===== config.mk =====
export PLATFORM = sky130hd
export DESIGN_NAME = gregorian_date_stepper
export DESIGN_NICKNAME = d
export VERILOG_FILES = /design/src/sv/gds_pkg.sv /design/src/sv/gds_day_unit.sv /design/src/sv/gds_ctrl.sv /design/src/sv/gregorian_date_stepper.sv
export SDC_FILE = /design/constraint.sdc
export NUM_CORES = 1
export LEC_CHECK = 0
export ABC_AREA = 1
export BUFFER_PORTS_ARGS = -buffer_cell sky130_fd_sc_hd__buf_2
export CORE_AREA = 3 3 207 209
export DETAILED_ROUTE_END_ITERATION = 8
export DIE_AREA = 0 0 210 212
export PLACE_DENSITY = 0.48
export SLEW_MARGIN = 20
export SYNTH_ARGS = -nofsm -noshare
export SYNTH_HDL_FRONTEND = slang
export SYNTH_SLANG_ARGS = --single-unit
export TNS_END_PERCENT = 100

===== constraint.sdc =====
create_clock -name clock -period 12.6 [get_ports clock]
set_clock_uncertainty 0.1 [all_clocks]
set_input_delay 0.63 -clock clock [delete_from_list [all_inputs] [get_ports clock]]
set_output_delay 0.63 -clock clock [all_outputs]
set_load 0.05 [all_outputs]

===== src/sv/gds_pkg.sv =====
package gds_pkg;

   localparam int YEAR_W  = 14;
   localparam int MONTH_W = 4;
   localparam int DAY_W   = 5;
   localparam int STEP_W  = 10;
   localparam int CMD_W   = 2;
   localparam int STAT_W  = 2;

   localparam int MAX_YEAR = 9999;
   localparam int MAX_STEP = 1023;

   localparam logic [YEAR_W-1:0]  YEAR_MAX   = YEAR_W'(MAX_YEAR);
   localparam logic [YEAR_W-1:0]  YEAR_RESET = YEAR_W'(1900);
   localparam logic [STEP_W-1:0]  STEP_CAP   =
      (MAX_STEP > (2 ** STEP_W) - 1) ? {STEP_W{1'b1}} : STEP_W'(MAX_STEP);

   localparam logic [MONTH_W-1:0] JAN = MONTH_W'(1);
   localparam logic [MONTH_W-1:0] FEB = MONTH_W'(2);
   localparam logic [MONTH_W-1:0] DEC = MONTH_W'(12);
   localparam logic [DAY_W-1:0]   DAY_FIRST = DAY_W'(1);
   localparam logic [DAY_W-1:0]   DAY_LAST  = DAY_W'(31);

   // y / 100 as (y * 5243) >> 19, exact for all 14-bit y
   localparam int DIV100_SHIFT = 19;
   localparam logic [12:0] DIV100_MUL = 13'd5243;

   typedef enum logic [CMD_W-1:0] {
      CMD_SET = 2'd0,
      CMD_FWD = 2'd1,
      CMD_BWD = 2'd2
   } gds_cmd_type;

   typedef enum logic [STAT_W-1:0] {
      STAT_OK     = 2'd0,
      STAT_REJECT = 2'd1,
      STAT_FLOOR  = 2'd2,
      STAT_CEIL   = 2'd3
   } gds_status_type;

   typedef struct packed {
      logic [YEAR_W-1:0]  year;
      logic [MONTH_W-1:0] month;
      logic [DAY_W-1:0]   day;
   } gds_date_type;

   typedef struct packed {
      logic load_set;
      logic advance;
      logic backward;
      logic emit;
   } gds_ctl_type;

   function automatic logic gds_is_leap(input logic [YEAR_W-1:0] y);
      logic [YEAR_W+12:0] prod;
      logic [7:0]         cent;
      logic [YEAR_W-1:0]  rem;
      prod = (YEAR_W+13)'(y) * (YEAR_W+13)'(DIV100_MUL);
      cent = 8'(prod >> DIV100_SHIFT);
      rem  = y - YEAR_W'(YEAR_W'(cent) * YEAR_W'(100));
      return (y[1:0] == 2'd0) && ((rem != '0) || (cent[1:0] == 2'd0));
   endfunction

   function automatic logic [DAY_W-1:0] gds_days_in(input logic [MONTH_W-1:0] m,
                                                    input logic [YEAR_W-1:0] y);
      logic [DAY_W-1:0] len;
      case (m) inside
         FEB:                    len = gds_is_leap(y) ? DAY_W'(29) : DAY_W'(28);
         4'd4, 4'd6, 4'd9, 4'd11: len = DAY_W'(30);
         default:                len = DAY_LAST;
      endcase
      return len;
   endfunction

endpackage


===== src/sv/gds_day_unit.sv =====
module gds_day_unit
   import gds_pkg::*;
(
   input  gds_date_type      cur,
   input  logic [YEAR_W-1:0] min_year,
   input  logic              backward,
   output gds_date_type      nxt,
   output logic              blocked
);

   logic [DAY_W-1:0]   dim;
   logic [MONTH_W-1:0] prev_month;

   assign dim        = gds_days_in(cur.month, cur.year);
   assign prev_month = cur.month - MONTH_W'(1);

   always_comb begin
      nxt = cur;
      if (backward) begin
         blocked = (cur.year < min_year) ||
                   ((cur.year == min_year) && (cur.month == JAN) && (cur.day == DAY_FIRST));
         if (cur.day > DAY_FIRST) begin
            nxt.day = cur.day - DAY_W'(1);
         end else if (cur.month <= JAN) begin
            nxt.day   = DAY_LAST;
            nxt.month = DEC;
            nxt.year  = cur.year - YEAR_W'(1);
         end else begin
            nxt.month = prev_month;
            nxt.day   = gds_days_in(prev_month, cur.year);
         end
      end else begin
         blocked = (cur.year > YEAR_MAX) ||
                   ((cur.year == YEAR_MAX) && (cur.month == DEC) && (cur.day == DAY_LAST));
         if (cur.day < dim) begin
            nxt.day = cur.day + DAY_W'(1);
         end else if (cur.month >= DEC) begin
            nxt.day   = DAY_FIRST;
            nxt.month = JAN;
            nxt.year  = cur.year + YEAR_W'(1);
         end else begin
            nxt.day   = DAY_FIRST;
            nxt.month = cur.month + MONTH_W'(1);
         end
      end
   end

endmodule


===== src/sv/gds_ctrl.sv =====
module gds_ctrl
   import gds_pkg::*;
(
   input  logic              clock,
   input  logic              reset,
   input  logic              req_tvalid,
   output logic              req_tready,
   input  logic [CMD_W-1:0]  cmd,
   input  gds_date_type      set_date,
   input  logic [STEP_W-1:0] step_count,
   input  logic [YEAR_W-1:0] min_year,
   input  logic              blocked,
   input  logic              rsp_free,
   output gds_ctl_type       ctl,
   output gds_status_type    status
);

   typedef enum logic [1:0] {
      S_IDLE = 2'b01,
      S_RUN  = 2'b10
   } gds_state_type;

   gds_state_type     state_ff, state_in;
   logic [STEP_W-1:0] cnt_ff, cnt_in;
   logic              back_ff, back_in;
   gds_status_type    status_ff, status_in;
   logic              accept;
   logic              set_ok;
   logic [STEP_W-1:0] cnt_capped;

   assign req_tready = (state_ff == S_IDLE);
   assign accept     = req_tvalid && req_tready;
   assign cnt_capped = (step_count > STEP_CAP) ? STEP_CAP : step_count;

   assign set_ok = (set_date.month >= JAN) && (set_date.month <= DEC) &&
                   (set_date.day >= DAY_FIRST) &&
                   (set_date.day <= gds_days_in(set_date.month, set_date.year)) &&
                   (set_date.year >= min_year) && (set_date.year <= YEAR_MAX);

   always_comb begin
      state_in     = state_ff;
      cnt_in       = cnt_ff;
      back_in      = back_ff;
      status_in    = status_ff;
      ctl          = '0;
      ctl.backward = back_ff;
      unique case (state_ff)
         S_IDLE: begin
            if (accept) begin
               state_in  = S_RUN;
               cnt_in    = '0;
               status_in = STAT_OK;
               unique case (cmd)
                  CMD_SET: begin
                     ctl.load_set = set_ok;
                     status_in    = set_ok ? STAT_OK : STAT_REJECT;
                  end
                  CMD_FWD: begin
                     cnt_in  = cnt_capped;
                     back_in = 1'b0;
                  end
                  CMD_BWD: begin
                     cnt_in  = cnt_capped;
                     back_in = 1'b1;
                  end
                  default: status_in = STAT_REJECT;
               endcase
            end
         end
         S_RUN: begin
            if (cnt_ff != '0) begin
               if (blocked) begin
                  // date sits at a limit; the rest of the count is dropped
                  status_in = back_ff ? STAT_FLOOR : STAT_CEIL;
                  cnt_in    = '0;
               end else begin
                  ctl.advance = 1'b1;
                  cnt_in      = cnt_ff - STEP_W'(1);
               end
            end else if (rsp_free) begin
               ctl.emit = 1'b1;
               state_in = S_IDLE;
            end
         end
         default: state_in = S_IDLE;
      endcase
   end

   always_ff @(posedge clock) begin
      if (reset) begin
         state_ff  <= S_IDLE;
         cnt_ff    <= '0;
         back_ff   <= 1'b0;
         status_ff <= STAT_OK;
      end else begin
         state_ff  <= state_in;
         cnt_ff    <= cnt_in;
         back_ff   <= back_in;
         status_ff <= status_in;
      end
   end

   assign status = status_ff;

endmodule


===== src/sv/gregorian_date_stepper.sv =====
// A set or an unknown command is taken while idle; its result beat is then
// registered once the output register is free. A step first moves the date by
// the days actually taken (count capped), one day a cycle; a run stopped at a
// date limit first records its limit status. A new request is taken only after
// the last result has gone to the output register.
// Reset (synchronous): date 1 Jan 1900, min_year 1900, no result pending.
module gregorian_date_stepper
   import gds_pkg::*;
(
   input  logic                  clock,
   input  logic                  reset,
   input  logic                  req_tvalid,
   output logic                  req_tready,
   // set_day[4:0], set_month[8:5], set_year[22:9], step_count[32:23]
   input  logic [39:0]           req_tdata,
   // command[1:0]
   input  logic [CMD_W-1:0]      req_tuser,
   output logic                  rsp_tvalid,
   input  logic                  rsp_tready,
   // day[4:0], month[8:5], year[22:9], status[24:23]
   output logic [31:0]           rsp_tdata,
   input  logic                  csr_wr_en,
   input  logic [YEAR_W-1:0]     csr_wr_data
);

   gds_date_type      date_ff, date_in;
   gds_date_type      date_next;
   gds_date_type      set_date;
   logic [YEAR_W-1:0] min_year_ff, min_year_in;
   logic              rsp_valid_ff, rsp_valid_in;
   logic [31:0]       rsp_data_ff, rsp_data_in;
   logic [STEP_W-1:0] step_count;
   logic              blocked;
   logic              rsp_free;
   gds_ctl_type       ctl;
   gds_status_type    status;

   // year[22:9], month[8:5], day[4:0] line up with the packed date
   assign set_date   = gds_date_type'(req_tdata[22:0]);
   assign step_count = req_tdata[32:23];

   assign rsp_free = !rsp_valid_ff || rsp_tready;

   gds_ctrl u_ctrl (
      .clock      (clock),
      .reset      (reset),
      .req_tvalid (req_tvalid),
      .req_tready (req_tready),
      .cmd        (req_tuser),
      .set_date   (set_date),
      .step_count (step_count),
      .min_year   (min_year_ff),
      .blocked    (blocked),
      .rsp_free   (rsp_free),
      .ctl        (ctl),
      .status     (status)
   );

   gds_day_unit u_day (
      .cur      (date_ff),
      .min_year (min_year_ff),
      .backward (ctl.backward),
      .nxt      (date_next),
      .blocked  (blocked)
   );

   always_comb begin
      date_in = date_ff;
      if (ctl.load_set) begin
         date_in = set_date;
      end else if (ctl.advance) begin
         date_in = date_next;
      end
   end

   assign min_year_in = csr_wr_en ? csr_wr_data : min_year_ff;

   always_comb begin
      rsp_valid_in = rsp_valid_ff && !rsp_tready;
      rsp_data_in  = rsp_data_ff;
      if (ctl.emit) begin
         rsp_valid_in = 1'b1;
         rsp_data_in  = {7'd0, status, date_ff.year, date_ff.month, date_ff.day};
      end
   end

   always_ff @(posedge clock) begin
      if (reset) begin
         date_ff      <= '{year: YEAR_RESET, month: JAN, day: DAY_FIRST};
         min_year_ff  <= YEAR_RESET;
         rsp_valid_ff <= 1'b0;
      end else begin
         date_ff      <= date_in;
         min_year_ff  <= min_year_in;
         rsp_valid_ff <= rsp_valid_in;
      end
   end

   always_ff @(posedge clock) begin
      rsp_data_ff <= rsp_data_in;
   end

   assign rsp_tvalid = rsp_valid_ff;
   assign rsp_tdata  = rsp_data_ff;

endmodule


==> flow_summary.yaml <==
outcome:
  status: "finished clean"
floorplan:
  die_y_um: 212
  core_region_area_um2: 41000
  rows: 74
  start_util_pct: 35.0
  ios: 95
  fp.dieArea_um2: 44500
  die_w_um: 210
clocking:
  clk-insertion-delay-late_ns: 0.35
  clkSlewWorstSetupHoldPaths_ns: 0.07
  cts.repair.resized: 0
  post_cts_buffers: 0
  cts_buffer_depth: 2
  htreeDepth: 3
  tritoncts: "done"
  clock_sinks: 78
  cts_made_buffers: 9
  postCtsHoldBufs: 0
  cts-root-buf: "clkbuf_16"
hold_path:
  min_path_type: "flop to flop"
worst_setup_path:
  path_class: "input pin to flop"
  worst_setup_path_start_kind: "input pin"
  slowest_delay_ns: 0.54
  crit_fanout: 20
  cpLargestDelayFamily: "adder cells"
  path_buf_inv: 11
  arrival_ns: 11.53
  endpoint_kind: "flop"
  crit_required_ns: 12.75
  crit_path_top_delay_cell: "fa_1"
  critPathMostFrequentCell: "inv_1"
logic_synthesis:
  yosys.cell_types.count: 52
  synth_top_cell_area_share_pct: 29.6
  yosys.area.top_type: "ha_1"
  syn_area_um2: 14400
  ys_seq_elements: 78
  avgSynthCellArea_um2: 8.23
  synth_area_leaders: "ha_1 30%, fa_1 19%, inv_1 9.7%, dfxtp_1 7.4%, nand2_1 6.2%"
  ys_warn_count: 0
  ys_seq_area_share_pct: 12.6
  syn_inst: 1746
finish:
  area_growth_pct: 9.38
  num-nets-final: 2363
  drive_above_1_share_pct: 7.42
  final_cell_mix: "371 x inv_1, 340 x ha_1, 238 x nand2_1, 133 x fa_1, 111 x a21oi_1"
  diodes: 0
  final_common_cell: "inv_1"
routing:
  routed_wl_mm: 35.9
  wl_per_cell_um: 15.2
  detail-route-antenna-nets: 0
  first_iter_violations: 496
  via_count: 11300
  routed_via_density: 4.77
  drc: 0
  dr.pass1.iters: 6
global_route:
  grt_util_all_layers_pct: 16.7
  grt_max_degree: 26
  grt_pass1_wl_mm: 59.9
  overflow: 0
  grt_pass1_vias: 11400
  antenna_found_initial: 0
sta:
  setup_viol: 0
  finalCritPeriodShare_pct: 90.3
  min_period_ns: 11.38
  drv_slew: 0
  worst_pin_slew_ns: 0.955
  rsz0062_at_grt: "no"
  fin_tns_setup_ns: 0
  slew_headroom_pct: 36.3
  fmax_ghz: 0.0879
  hold_viol_final: 0
placed_design:
  hpwlAfterDp_mm: 29.9
  place_congestion: 0.834
  io_buffer_count: 80
job:
  maxCapViolations: 0
==> cell families after synthesis <==
family                     synth area share [%]
AOI/OAI and AO/OA                          11.2
xor gates and xnor gates                   3.84
adders and majority gates                  48.1
buffers and inverters                      10.8
DFF                                        12.6
other                                    0.0261
and+or+nand+nor                            13.4
==> worst paths after layout <==
path	from	slack, ns	end	cells past startpoint
worst min-delay path	u_ctrl.status[1]	0.34	rsp_tdata[24]	0
worst max-delay path	req_tdata[20]	1.22	date_ff[20]	53
worst max register to register	date_ff[13]	2.67	date_ff[20]	50
worst min register to register	u_ctrl.status[1]	0.34	rsp_tdata[24]	0
==> area by class of cell <==
class / count / area, um2
inverters: 375 / 1410
clock inverters: 7 / 87.6
fillers: 4243 / 25300
multi-input cells: 1274 / 11000
repair buffers: 91 / 483
flip-flops and latches: 78 / 1810
clock buffers: 9 / 225
well taps: 532 / 666
==> synthesized netlist by cell type, drive strengths merged <==
cell type / count
a2111oi: 2
a211oi: 10
a21o: 5
a21oi: 117
a221oi: 3
a31oi: 16
a41oi: 1
and2: 1
buf: 12
clkbuf: 13
clkinv: 2
conb: 1
dfxtp: 53
edfxtp: 25
fa: 133
ha: 340
inv: 373
nand2: 240
nand3: 67
nand3b: 7
nand4: 12
nor2: 93
nor3: 18
nor4: 6
o2111ai: 2
o211a: 1
o211ai: 7
o21a: 2
o21ai: 93
o21bai: 10
o221ai: 5
o311ai: 2
o31ai: 1
o41ai: 1
or2: 9
xnor2: 22
xor2: 41
==> layer usage <==
layer / up-vias / global-route usage [%] / wire [um]
li1: 5864 / - / -
met1: 5240 / 24.6 / 18300
met2: 156 / 27.8 / 16300
met3: 19 / 1.55 / 1120
met4: 0 / 1.60 / 206
met5: - / 0 / 0
==> sequential cells by signal, indices dropped and copies added, names as in the netlist <==
register,flops
u_ctrl.state_ff,2
rsp_tvalid,1
u_ctrl.cnt_ff,10
u_ctrl.back_ff,1
u_ctrl.status,2
rsp_tdata,25
min_year_ff,14
date_ff,23
==> stage by stage <==
step	std cells	area [um2]	hold WS, ns	worst slack [ns]	utilization (%)
2_1_floorplan	1752	14400	0.306	2.83	-
3_3_place_gp	2350	15400	0.324	0.907	37.6
3_5_place_dp	2350	15400	0.322	0.810	37.6
4_1_cts	2366	15700	0.337	1.17	38.3
5_1_grt	2366	15700	0.353	0.0571	38.3
6_report	2366	15700	0.340	1.22	38.3
Power is left out: the tool's default activity adds up to more than one toggle a clock period on the data nets, which glitch-free logic cannot reach.
